===== config.mk =====
export PLATFORM = sky130hd
export DESIGN_NAME = iteration_count_color_gradient
export DESIGN_NICKNAME = d
export VERILOG_FILES = /design/src/rtl/core/igc_pkg.sv /design/src/rtl/core/iteration_count_color_gradient.sv
export SDC_FILE = /design/constraint.sdc
export NUM_CORES = 1
export LEC_CHECK = 0
export BUFFER_PORTS_ARGS = -buffer_cell sky130_fd_sc_hd__clkbuf_2
export CAP_MARGIN = 20
export CORE_UTILIZATION = 45
export CTS_CLUSTER_SIZE = 40
export DETAILED_ROUTE_END_ITERATION = 8
export PLACE_DENSITY = 0.66
export REMOVE_ABC_BUFFERS = 1
export SLEW_MARGIN = 20
export SYNTH_ARGS = -nofsm -noshare
export SYNTH_HDL_FRONTEND = slang
export SYNTH_SLANG_ARGS = --single-unit
export TNS_END_PERCENT = 10

===== constraint.sdc =====
create_clock -name clk -period 5.7 [get_ports clk]
set_clock_uncertainty 0.15 [all_clocks]
set_input_delay 0.855 -clock clk [delete_from_list [all_inputs] [get_ports clk]]
set_output_delay 0.855 -clock clk [all_outputs]
set_load 0.02 [all_outputs]

===== src/rtl/core/igc_pkg.sv =====
// ----------------------------------------------------------------------------
// igc_pkg
// Constants and helpers for the iteration-count colour gradient.
// ----------------------------------------------------------------------------
`timescale 1ns / 1ps

package igc_pkg;

  localparam int COUNT_WIDTH_DEF = 16;

  localparam logic [15:0] MAX_ITER_RESET = 16'd256;

  // Colour words, 0xRRGGBBAA
  localparam logic [31:0] COLOR_BLACK = 32'h0000_00FF;
  localparam logic [31:0] COLOR_WHITE = 32'hFFFF_FFFF;
  localparam logic [31:0] BASE_RAMP1  = 32'h0000_00FF;
  localparam logic [31:0] BASE_RAMP2  = 32'h0000_FFFF;
  localparam logic [31:0] BASE_RAMP3  = 32'hFF00_FFFF;

  // One radix-4 step of a divide by three: val = {rem, digit}, val < 12.
  // Returns {quotient digit, new remainder}.
  function automatic logic [3:0] igc_div3_digit(input logic [3:0] val);
    logic [1:0] q;
    logic [3:0] r;
    begin
      if (val >= 4'd9) begin
        q = 2'd3;
      end else if (val >= 4'd6) begin
        q = 2'd2;
      end else if (val >= 4'd3) begin
        q = 2'd1;
      end else begin
        q = 2'd0;
      end
      r = val - {1'b0, q, 1'b0} - {2'b00, q};
      return {q, r[1:0]};
    end
  endfunction

endpackage


===== src/rtl/core/iteration_count_color_gradient.sv =====
// ----------------------------------------------------------------------------
// iteration_count_color_gradient
// A pixel passes the states PREP, DIV3 (radix-4 divide-by-three pass), SEL, DIV
//   (9-step restoring divider) and DONE; black or white pixels go from PREP to DONE.
// A new pixel is taken only once the last result is in the output register
//   (in_stall stays high outside ST_IDLE).
// Reset (rst, synchronous): range 0..0, trackers empty, max_iterations 256.
// ----------------------------------------------------------------------------
`timescale 1ns / 1ps

module iteration_count_color_gradient #(
  parameter int COUNT_WIDTH = igc_pkg::COUNT_WIDTH_DEF
) (
  input  logic        clk,
  input  logic        rst,
  // pixel input
  input  logic        in_valid,
  output logic        in_stall,
  input  logic [15:0] iteration_count,
  input  logic        frame_start,
  // colour output
  output logic        out_valid,
  input  logic        out_stall,
  output logic [31:0] color,
  // max_iterations write
  input  logic        cfg_valid,
  output logic        cfg_ready,
  input  logic [15:0] max_iterations
);

  import igc_pkg::*;

  // Widths. Span is padded to an even number of bits for the radix-4 pass.
  localparam int W     = COUNT_WIDTH;
  localparam int DIG   = (W + 1) / 2;
  localparam int SW    = 2 * DIG;
  localparam int CW3   = $clog2(DIG + 1);
  localparam int NUM_W = W + 10;   // 768 * offset
  localparam int DSH_W = W + 9;    // divisor << 8

  typedef enum logic [5:0] {
    ST_IDLE = 6'b000001,
    ST_PREP = 6'b000010,
    ST_DIV3 = 6'b000100,
    ST_SEL  = 6'b001000,
    ST_DIV  = 6'b010000,
    ST_DONE = 6'b100000
  } state_t;

  typedef enum logic [2:0] {
    MODE_BLACK,
    MODE_WHITE,
    MODE_RAMP1,
    MODE_RAMP2,
    MODE_RAMP3
  } mode_t;

  state_t state;
  mode_t  mode;

  // Configuration and frame statistics
  logic [W-1:0] iter_limit;
  logic [W-1:0] range_low;
  logic [W-1:0] range_high;
  logic [W-1:0] track_low;
  logic [W-1:0] track_high;

  // Per-pixel working registers
  logic [W-1:0]     count;
  logic [W-1:0]     span;
  logic [W-1:0]     offset;
  logic [SW-1:0]    span_sh;    // span digits, MSB first
  logic [SW-1:0]    third;      // floor(span/3), built digit by digit
  logic [1:0]       rem3;       // span mod 3 once the pass is over
  logic [CW3-1:0]   cnt3;
  logic [NUM_W-1:0] rem;
  logic [DSH_W-1:0] dsh;
  logic [8:0]       quo;
  logic [3:0]       cntd;

  logic in_fire;
  logic out_free;

  assign in_stall  = (state != ST_IDLE);
  // writes only when idle and no pixel is offered in the same cycle
  assign cfg_ready = (state == ST_IDLE) && !in_valid;
  assign in_fire   = in_valid && !in_stall;
  // output register can take a new result this cycle
  assign out_free  = !out_valid || !out_stall;

  // --------------------------------------------------------------------------
  // Frame-start swap and tracker update, applied at the input transaction.
  // --------------------------------------------------------------------------
  logic [W-1:0] count_in;
  logic [W-1:0] track_low_base;
  logic [W-1:0] track_high_base;
  logic [W-1:0] track_low_next;
  logic [W-1:0] track_high_next;

  always_comb begin
    count_in        = W'(iteration_count);
    track_low_base  = frame_start ? iter_limit : track_low;
    track_high_base = frame_start ? '0 : track_high;
    track_low_next  = (count_in < track_low_base) ? count_in : track_low_base;
    track_high_next = ((count_in > track_high_base) && (count_in != iter_limit)) ?
                      count_in : track_high_base;
  end

  // --------------------------------------------------------------------------
  // Preparation: span, offset, black and white short cuts.
  // --------------------------------------------------------------------------
  logic [W:0]   span_s;
  logic         span_pos;
  logic [W-1:0] offset_next;

  always_comb begin
    span_s      = {1'b0, range_high} - {1'b0, range_low};
    span_pos    = !span_s[W] && (span_s[W-1:0] != '0);
    offset_next = (count > range_low) ? (count - range_low) : '0;
  end

  // --------------------------------------------------------------------------
  // Divide-by-three digit step
  // --------------------------------------------------------------------------
  logic [3:0] d3_out;

  assign d3_out = igc_div3_digit({rem3, span_sh[SW-1 -: 2]});

  // --------------------------------------------------------------------------
  // Ramp selection: a = span/3, b = 2*span/3 = 2a + (r == 2).
  // Second third divisor 2*span - 3a reduces to span + r,
  // last third divisor span - b.
  // --------------------------------------------------------------------------
  logic [W-1:0]     a_th;
  logic [W:0]       b_full;
  logic [W-1:0]     b_th;
  logic [W-1:0]     ramp_x;
  logic [W:0]       ramp_den;
  logic [NUM_W-1:0] ramp_num;
  mode_t            ramp_mode;

  always_comb begin
    a_th   = third[W-1:0];
    b_full = {a_th, 1'b0} + {{W{1'b0}}, (rem3 == 2'd2)};
    b_th   = b_full[W-1:0];
    if (offset < a_th) begin
      ramp_mode = MODE_RAMP1;
      ramp_x    = offset;
      ramp_den  = {1'b0, span};
    end else if (offset < b_th) begin
      ramp_mode = MODE_RAMP2;
      ramp_x    = offset - a_th;
      ramp_den  = {1'b0, span} + {{(W - 1){1'b0}}, rem3};
    end else begin
      ramp_mode = MODE_RAMP3;
      ramp_x    = offset - b_th;
      ramp_den  = {1'b0, span - b_th};
    end
    // 768x for the first two ramps, 256x for the last
    if (ramp_mode == MODE_RAMP3) begin
      ramp_num = {2'b00, ramp_x, 8'h00};
    end else begin
      ramp_num = {1'b0, ramp_x, 9'h000} + {2'b00, ramp_x, 8'h00};
    end
  end

  // --------------------------------------------------------------------------
  // Restoring divider step; quo[8] set means the quotient reached 256.
  // --------------------------------------------------------------------------
  logic div_ge;

  assign div_ge = (rem >= {1'b0, dsh});

  // --------------------------------------------------------------------------
  // Colour assembly
  // --------------------------------------------------------------------------
  logic [7:0]  shade;
  logic [31:0] color_next;

  always_comb begin
    shade = quo[8] ? 8'hFF : quo[7:0];
    unique case (mode)
      MODE_BLACK: color_next = COLOR_BLACK;
      MODE_WHITE: color_next = COLOR_WHITE;
      MODE_RAMP1: color_next = BASE_RAMP1 | {16'h0000, shade, 8'h00};
      MODE_RAMP2: color_next = BASE_RAMP2 | {shade, 24'h000000};
      MODE_RAMP3: color_next = BASE_RAMP3 | {8'h00, shade, 16'h0000};
      default:    color_next = COLOR_WHITE;
    endcase
  end

  // --------------------------------------------------------------------------
  // Control and datapath registers
  // --------------------------------------------------------------------------
  always_ff @(posedge clk) begin
    if (rst) begin
      state      <= ST_IDLE;
      out_valid  <= 1'b0;
      iter_limit <= W'(MAX_ITER_RESET);
      range_low  <= '0;
      range_high <= '0;
      track_low  <= '1;
      track_high <= '0;
    end else begin
      // in ST_DONE the output register is reloaded below instead
      if (out_valid && !out_stall && (state != ST_DONE)) begin
        out_valid <= 1'b0;
      end
      if (cfg_valid && cfg_ready) begin
        iter_limit <= W'(max_iterations);
      end

      unique case (state)
        ST_IDLE: begin
          if (in_fire) begin
            count      <= count_in;
            track_low  <= track_low_next;
            track_high <= track_high_next;
            if (frame_start) begin
              range_low  <= track_low;
              range_high <= track_high;
            end
            state <= ST_PREP;
          end
        end

        ST_PREP: begin
          span    <= span_s[W-1:0];
          offset  <= offset_next;
          span_sh <= SW'(span_s[W-1:0]);
          third   <= '0;
          rem3    <= 2'd0;
          cnt3    <= CW3'(DIG);
          if (count == iter_limit) begin
            mode  <= MODE_BLACK;
            state <= ST_DONE;
          end else if (!span_pos) begin
            mode  <= MODE_WHITE;
            state <= ST_DONE;
          end else begin
            state <= ST_DIV3;
          end
        end

        ST_DIV3: begin
          third   <= {third[SW-3:0], d3_out[3:2]};
          rem3    <= d3_out[1:0];
          span_sh <= {span_sh[SW-3:0], 2'b00};
          cnt3    <= cnt3 - CW3'(1);
          if (cnt3 == CW3'(1)) begin
            state <= ST_SEL;
          end
        end

        ST_SEL: begin
          mode  <= ramp_mode;
          rem   <= ramp_num;
          dsh   <= {ramp_den, 8'h00};
          quo   <= '0;
          cntd  <= 4'd9;
          state <= ST_DIV;
        end

        ST_DIV: begin
          if (div_ge) begin
            rem <= rem - {1'b0, dsh};
          end
          quo  <= {quo[7:0], div_ge};
          dsh  <= {1'b0, dsh[DSH_W-1:1]};
          cntd <= cntd - 4'd1;
          if (cntd == 4'd1) begin
            state <= ST_DONE;
          end
        end

        ST_DONE: begin
          if (out_free) begin
            color     <= color_next;
            out_valid <= 1'b1;
            state     <= ST_IDLE;
          end
        end

        default: begin
          state <= ST_IDLE;
        end
      endcase
    end
  end

endmodule


== Yosys cells after proc, flatten, opt, wreduce, memory -nomap -nowiden ==
Index checks and enable logic that the tools add are counted.
Widths: inputs -> output; s select.

* Bitwise gates (word level): 1
* Muxes and demuxes: 38
* $add $sub $neg: 13
* Reductions and logical operators: 28
* Equality and inequality tests: 23
* Order comparisons: 9

{| class="wikitable"
|+ Operators with widths
! kind !! number
|-
| $pmux 32 s4 || 1
|-
| $mux 16 || 6
|-
| $pmux 16 s2 || 2
|-
| $sub 16x16->16 || 4
|-
| $mux 26 || 2
|-
| $pmux 26 s2 || 1
|-
| $pmux 25 s2 || 1
|-
| $lt 16x16->1 || 3
|-
| $mux 6 || 6
|-
| $pmux 6 s6 || 1
|-
| $mux 17 || 2
|-
| $gt 16x16->1 || 2
|-
| $add 25x24->26 || 1
|-
| $ge 26x25->1 || 1
|-
| $sub 26x25->26 || 1
|-
| $pmux 9 s2 || 1
|-
| $add 16x2->17 || 1
|-
| $sub 16x16->17 || 1
|-
| $add 16x1->16 || 1
|-
| $eq 16x16->1 || 1
|-
| $ne 16x16->1 || 1
|-
| $pmux 4 s2 || 2
|-
| $reduce_bool 16->1 || 1
|-
| $reduce_and 3->1 || 5
|-
| 33 further kinds || 64
|}

* Input port bits: 38
* Register bits after elaboration: 272
* Output and inout port bits: 35

== Longest topological paths before layout ==
Gate-level depths: netlist (run 1).

* Depth after elaboration: 8
* Gate-level depth with buffers: 26
* Mapped depth without buffers: 25

== Worst setup path before layout (run 1) ==
No wires, ideal clock.

* Path type: input port to flip-flop
* Start: input port rst
* End: register rem[0], enable pin
* Path buffers: 1
* Setup time: 0.449 ns
* Arrival: 5.036 ns
* Stages on the path: 3
* Required time: 5.101 ns
* Path slack: 0.064 ns
* Path through: clkbuf_1 -> a21oi_1 -> a21boi_0

* Word-level cells in the longest chain between the ends: 2

{| class="wikitable"
|+ Ends and longest elaborated chain
! item !! line !! source
|-
| start: declaration || iteration_count_color_gradient.sv:15 || <nowiki>input logic rst,</nowiki>
|-
| $not 1->1 (no line) || -- ||
|-
| $reduce_and 3->1 (no line) || -- ||
|-
| end signal: assignment || iteration_count_color_gradient.sv:257 || <nowiki>rem <= ramp_num;</nowiki>
|-
| end signal: assignment || iteration_count_color_gradient.sv:266 || <nowiki>rem <= rem - {1'b0, dsh};</nowiki>
|-
| end: declaration || iteration_count_color_gradient.sv:76 || <nowiki>logic [NUM_W-1:0] rem;</nowiki>
|}

No other way between the ends.
A chain may end at the register's enable or synchronous reset.

== Worst setup path in the final report (run 1) ==
* Start: register offset[0]
* End: register rem[24] (data pin)

* Word-level cells in the longest chain between the ends: 6
* Elaborated cells on any way between the ends: 12
* Those cells by class: add/sub: 3; order compare: 2; eq/ne: 1; mux: 6

{| class="wikitable"
|+ Ends and longest elaborated chain
! item !! line !! source
|-
| start: declaration || iteration_count_color_gradient.sv:71 || <nowiki>logic [W-1:0] offset;</nowiki>
|-
| start signal: assignment || iteration_count_color_gradient.sv:229 || <nowiki>offset <= offset_next;</nowiki>
|-
| $sub 16x16->16, or another cell as far along || iteration_count_color_gradient.sv:156 || <nowiki>ramp_x = offset - b_th;</nowiki>
|-
| $mux 16 / $mux 3 (equally long branches) || iteration_count_color_gradient.sv:150 || <nowiki>end else if (offset < b_th) begin</nowiki>
|-
| $mux 16 / $mux 3 (equally long branches) || iteration_count_color_gradient.sv:146 || <nowiki>if (offset < a_th) begin</nowiki>
|-
| $add 25x24->26 / $eq 3x3->1 (equally long branches) || iteration_count_color_gradient.sv:163, iteration_count_color_gradient.sv:160 ||
|-
| $mux 26 (*) || iteration_count_color_gradient.sv:160 || <nowiki>if (ramp_mode == MODE_RAMP3) begin</nowiki>
|-
| $pmux 26 s2 (*) || iteration_count_color_gradient.sv:213 || <nowiki>unique case (state)</nowiki>
|}

Every way passes the cells marked *; elsewhere a longest branch is shown, timed or not.

==> results of run 1 <==
[routing by layer]
metal	part of all wire	track usage	wire length, microns
met1	0.44	0.297	21400
met2	0.48	0.397	23400
met3	0.040	0.0248	1960
met4	0.044	0.106	2130
met5	0	0	0
[how the worst max path moves through the flow]
stage              start      end  depth (start not counted)
6_report       offset[0]  rem[24]                         22
4_1_cts          rem3[1]  rem[24]                         24
5_1_grt        offset[0]  rem[24]                         24
2_1_floorplan   state[0]   rem[0]                          4
3_3_place_gp     rem3[1]  rem[24]                         24
3_5_place_dp     a_th[0]  rem[24]                         23
[logic make-up after synthesis]
logic type,share of synthesized area
AO/OA/AOI/OAI,0.194
XOR/XNOR,0.0517
adder cells (fa/ha/maj),0.113
buffers and inverters,0.0484
flip-flops,0.382
multiplexers,0.0277
other,0.000203
AND/OR/NAND/NOR,0.182
[power breakdown]
group          internal [mW]  switching, mW  total, mW
Clock                   1.02          0.768       1.79
Combinational          0.590          0.888       1.48
Sequential              2.20         0.0886       2.29
[worst max-delay path, stage by stage, from the launching register on]
cell      delay [ns]
edfxtp_1        0.42
inv_1           0.10
ha_1            0.17
inv_1           0.06
fa_1            0.44
a211o_1         0.35
a211oi_4        0.35
nor4b_4         0.11
o21ai_4         0.21
nand2_2         0.19
a31oi_1         0.36
ha_1            0.38
a21o_1          0.19
a21o_1          0.18
a211o_1         0.32
a21o_1          0.19
a21oi_1         0.14
nor2b_1         0.09
nor4_1          0.17
nor2_1          0.09
o41ai_2         0.06
xor2_1          0.18
o22ai_1         0.09
[cell usage in the layout, fill, tap and decap left out, types with 32 or more instances in the layout]
cell type / count
edfxtp_1: 177
nor2_1: 170
a21o_1: 40
clkbuf_2: 64
dfxtp_1: 87
nand3_1: 32
a21oi_1: 181
nand2_1: 264
o21a_1: 33
nor3_1: 46
xor2_1: 45
nand2b_1: 34
ha_1: 156
o21ai_0: 92
inv_1: 140
xnor2_1: 64
[metrics by stage]
step,TNS [ns],power [mW],worst slack [ns],instances
after floorplan,-27.84,3.37,-1.07,1988
after global placement,0,3.75,0.329,2601
after detailed placement,0,3.79,0.265,2602
after CTS,0,5.58,0.223,2652
after global routing,0,5.84,0.0499,2653
final,0,5.56,0.395,2653
[area by class of cell]
| type | instances | area [sq um] |
|---|---|---|
| clock buffer | 40 | 840 |
| multi-input combinational | 1584 | 10600 |
| inverter | 140 | 526 |
| fill | 3779 | 19800 |
| sequential | 264 | 7060 |
| tap | 525 | 657 |
| clock inverter | 10 | 48.8 |
| timing repair buffer | 90 | 548 |
[what timing repair did]
| action | CTS | global route |
|---|---|---|
| endpoints found under the setup margin | 0 | 1 |
| hold buffers | 0 | 0 |
| resized for setup | 0 | 1 |
==> results_dict.tcl, run 1 <==
set metrics [dict create \
    outcome "completed" \
    grt_max_degree 62 \
    start_kind "flip-flop" \
    timing.rr.end "rem[24]" \
    yosys-top-cells-count "264 x nand2_1, 182 x a21oi_1, 177 x edfxtp_1" \
    h-tree-depth 1 \
    first_global_vias 14718 \
    r2r_slack_ns 0.39 \
    max-clock-path-buffers 3 \
    worstPathRequired_ns 5.83 \
    placed_area_sq_um 19300 \
    synth.largest_area_cell "edfxtp_1" \
    syn_area_sq_um 18500 \
    fin_crit_ns 5.31 \
    first_pass_iters 6 \
    die_h_microns 205 \
    num_io_pins 73 \
    maxCapViolCount 0 \
    final_area_sq_um 20300 \
    min_to "range_low[6]" \
    drt-initial-drc-count 989 \
    antenna_found_initial 0 \
    port_buffers 64 \
    max_freq_ghz 0.188 \
    min_from "range_low[6]" \
    path_class "flip-flop to flip-flop" \
    slew_headroom 0.419 \
    wl_per_cell_microns 18.4 \
    drc 0 \
    dieArea_sq_um 41800 \
    numCtsBuffers 29 \
    grt_overflow_total 0 \
    diodes 0 \
    async_flop_share 0 \
    post-route-util 0.505 \
    die_x_microns 205 \
    top_register "rem" \
    core_sq_um 40100 \
    clock_latency_ns 0.56 \
    synthToLayoutAreaGrowth_pct 9.79 \
    hold_path.class "flip-flop to flip-flop" \
    synth-edff-count 177 \
    yosysSeqAreaShare 0.382 \
    maxSlewViolCount 0 \
    yosysWarnings 0 \
    synth_area_leaders "edfxtp_1 29%, ha_1 11%, dfxtp_1 9.4%" \
    wirelength_mm 48.8 \
    ir_worst_vdd_mv 0.216 \
    cts_tree "yes" \
    hold_depth 2 \
    reg2reg_depth 22 \
    power.density_nw_per_um2 274 \
    finalCritPeriodShare 0.931 \
    root_buffer "clkbuf_16" \
    nets 2310 \
    rows 73 \
    ant_nets 0 \
    yosysMostFrequentCell "nand2_1" \
    place_congestion 0.924 \
    drive_above_1_share 0.0888 \
    worst_slew_pin_slew_ns 0.869 \
    worstReg2RegStart "offset[0]" \
    postCtsSetupRepairBufs 0 \
    start_util 0.460 \
    avgSynthCellArea_sq_um 8.92 \
    largest_reg_flops 26 \
    end_kind "flip-flop" \
    synth_flop_cell "edfxtp_1" \
    hpwlAfterDp_mm 37.9 \
    grt_pass1_wl_mm 77.4 \
    final-setup-viol-count 0 \
    clock_sinks 264 \
    cp_max_fo 11 \
    hold_ws_ns 0.303 \
    vias 15130 \
    post_drt_via_cell_ratio 5.70 \
    grt_util_all_layers 0.233 \
    ys_seq_elements 264 \
    synth.distinct_cells 87 \
    leakagePower_nw 8.18 \
    rsz0062_at_grt "no" \
    hold_viol 0 \
    cts.clk_slew.worst_paths_ns 0.07 \
    syn_inst 2068 \
    synth_top_area_share 0.288 \
    reg.largest.list "rem (26), dsh (25), color (24)" \
    crit_arrival_ns 5.43 \
]
Note: power is estimated with default switching activity, not from simulation.
==> inputs of run 2 (changes only) <==
CORE_UTILIZATION = 57   (was 45)
PLACE_DENSITY = 0.8   (was 0.66)
==> run 2 against run 1 <==
  * Maximum frequency shrank 2.1%
  * Design area is 0.91% lower
  * Sequential power hardly changed
  * Combinational power about the same
  * Die area is 21% lower
  * Sequential cell count did not move
  * First-iteration DRC count increased by 13%
  * Critical endpoint is now rem[19]
==> results_dict.tcl, run 2 (synthesized netlist as in run 1, its figures left out) <==
set metrics [dict create \
    outcome "completed" \
    rows 65 \
    mostFrequentLayoutCells "264 x nand2_1, 181 x a21oi_1, 177 x edfxtp_1" \
    clock_sinks 264 \
    final-setup-viol-count 0 \
    hold_path.class "flip-flop to flip-flop" \
    pre_cts_slack_ns 0.383 \
    h-tree-depth 1 \
    worstPathRequired_ns 5.97 \
    reg.largest.list "rem (26), dsh (25), color (24)" \
    numCtsBuffers 29 \
    cp_max_fo 33 \
    fin_ws_ns 0.282 \
    maxSlewViolCount 0 \
    num_io_pins 73 \
    clock_latency_ns 0.59 \
    path_class "flip-flop to flip-flop" \
    rsz0062_at_grt "no" \
    start_util 0.582 \
    die_x_microns 182 \
    crit_start "rem3[1]" \
    port_buffers 64 \
    postCtsSetupRepairBufs 0 \
    die_h_microns 182 \
    drive_above_1_share 0.0860 \
    ir_worst_vdd_mv 0.285 \
    reg2reg_depth 18 \
    grt_overflow_total 0 \
    grt_pass1_wl_mm 75.5 \
    dieArea_sq_um 33100 \
    slew_headroom 0.363 \
    drt-initial-drc-count 1116 \
    max-clock-path-buffers 3 \
    fillerInstances 2689 \
    root_buffer "clkbuf_16" \
    worst_path_most_repeated_cell "ha_1" \
    setup_tns_ns 0 \
    top_register "rem" \
    hold_buffers 0 \
    critPathBufInv 2 \
    cts_tree "yes" \
    wl_per_cell_microns 18.7 \
    final_area_sq_um 20100 \
    post_cts_resized 0 \
    crit_family "compound AO/OA/AOI/OAI gates" \
    max_freq_ghz 0.185 \
    post-route-util 0.633 \
    dp.cells 2475 \
    antenna_found_initial 0 \
    hpwlAfterDp_mm 35.9 \
    layout_commonest_cell "nand2_1" \
    critical-path-max-stage-delay_ns 0.62 \
    timing.rr.end "rem[19]" \
    first_global_vias 14709 \
    fin_crit_ns 5.42 \
    first_pass_iters 5 \
    core_sq_um 31700 \
    start_kind "flip-flop" \
    final_cells 2530 \
    worstReg2RegStart "rem3[1]" \
    ant_nets 0 \
    power.density_nw_per_um2 278 \
    diodes 0 \
    vias 15404 \
    synthToLayoutAreaGrowth_pct 8.79 \
    wirelength_mm 47.4 \
    place_congestion 1.00 \
    nets 2306 \
    cts.clk_slew.worst_paths_ns 0.06 \
    placed_area_sq_um 19100 \
    crit_end "rem[19]" \
    grt_util_all_layers 0.284 \
    crit_chain "inv_1 > nor2_1 > ha_1 > fa_1 > nand2b_1 > o2bb2ai_1 > a2111o_1 > nand2_2 > buf_4 > mux2_4 > a21o_1 > xor2_1 > ha_1 > a211oi_2 > o41ai_4 > nand4_1 > mux2_2 > a21oi_2" \
    crit_arrival_ns 5.69 \
    finalCritPeriodShare 0.950 \
    maxCapViolCount 0 \
    leakagePower_nw 8.15 \
    critical_path.slowest_cell "o41ai_4" \
    post_drt_via_cell_ratio 6.09 \
    worst_slew_pin_slew_ns 0.956 \
    grt_max_degree 70 \
    cp.depth 18 \
    largest_reg_flops 26 \
    end_kind "flip-flop" \
    r2r_slack_ns 0.28 \
    hold_viol 0 \
    drc 0 \
]
## run 2: cell count changes in the layout (fill, tap and decap cells not counted), sizes merged
cell / change
bufinv: +1
clkbuf: +1
buf: -4
inv: +2
## run 2: per-layer routing
metal | wire [microns] | GRT usage | vias up | share of wire
li1 | - | - | 7509 | -
met4 | 2380 | 0.139 | 0 | 0.050
met2 | 22700 | 0.491 | 514 | 0.48
met3 | 2420 | 0.0295 | 119 | 0.051
met1 | 19900 | 0.354 | 7262 | 0.42
met5 | 0 | 0 | - | 0
## run 2: cell type report
| class | count | area (sq um) | share of cell area |
|---|---|---|---|
| timing repair buffer | 86 | 498 | 0.0248 |
| inverter | 140 | 526 | 0.0262 |
| clock buffer | 41 | 801 | 0.0399 |
| multi-input combinational | 1584 | 10600 | 0.527 |
| sequential | 264 | 7060 | 0.351 |
| clock inverter | 13 | 114 | 0.00567 |
| tap | 402 | 503 | 0.0250 |
## run 2: worst reg2reg max path: cells and delay by family, from the launching register on
family / cells / cell delay, ns
AO/OA/AOI/OAI: 6 / 1.81
XOR/XNOR: 1 / 0.18
adder cells (fa/ha/maj): 3 / 0.86
buffers and inverters: 2 / 0.51
flip-flops: 1 / 0.45
multiplexers: 2 / 0.68
AND/OR/NAND/NOR: 4 / 0.64
## run 2: stage by stage
| step | hold slack (ns) | total power [mW] |
|---|---|---|
| finish | 0.306 | 5.59 |
| global route | 0.326 | 5.83 |
| CTS | 0.305 | 5.58 |
| detailed placement | 0.297 | 3.77 |
| global placement | 0.293 | 3.72 |
| floorplan | 0.280 | 3.37 |
## run 2: power breakdown
part	switching (mW)	internal (mW)	total, mW
registers	0.0887	2.20	2.29
logic	0.886	0.586	1.47
clock network	0.793	1.03	1.82
## run 2: worst min path at each step
stage | slack (ns) | startpoint | cells past startpoint | to
2_1_floorplan | 0.28 | range_high[0] | 2 | range_high[0]
3_3_place_gp | 0.29 | range_low[4] | 2 | range_low[4]
3_5_place_dp | 0.30 | range_low[4] | 2 | range_low[4]
4_1_cts | 0.31 | range_low[4] | 2 | range_low[4]
5_1_grt | 0.33 | range_low[5] | 2 | range_low[5]
6_report | 0.31 | range_low[4] | 2 | range_low[4]
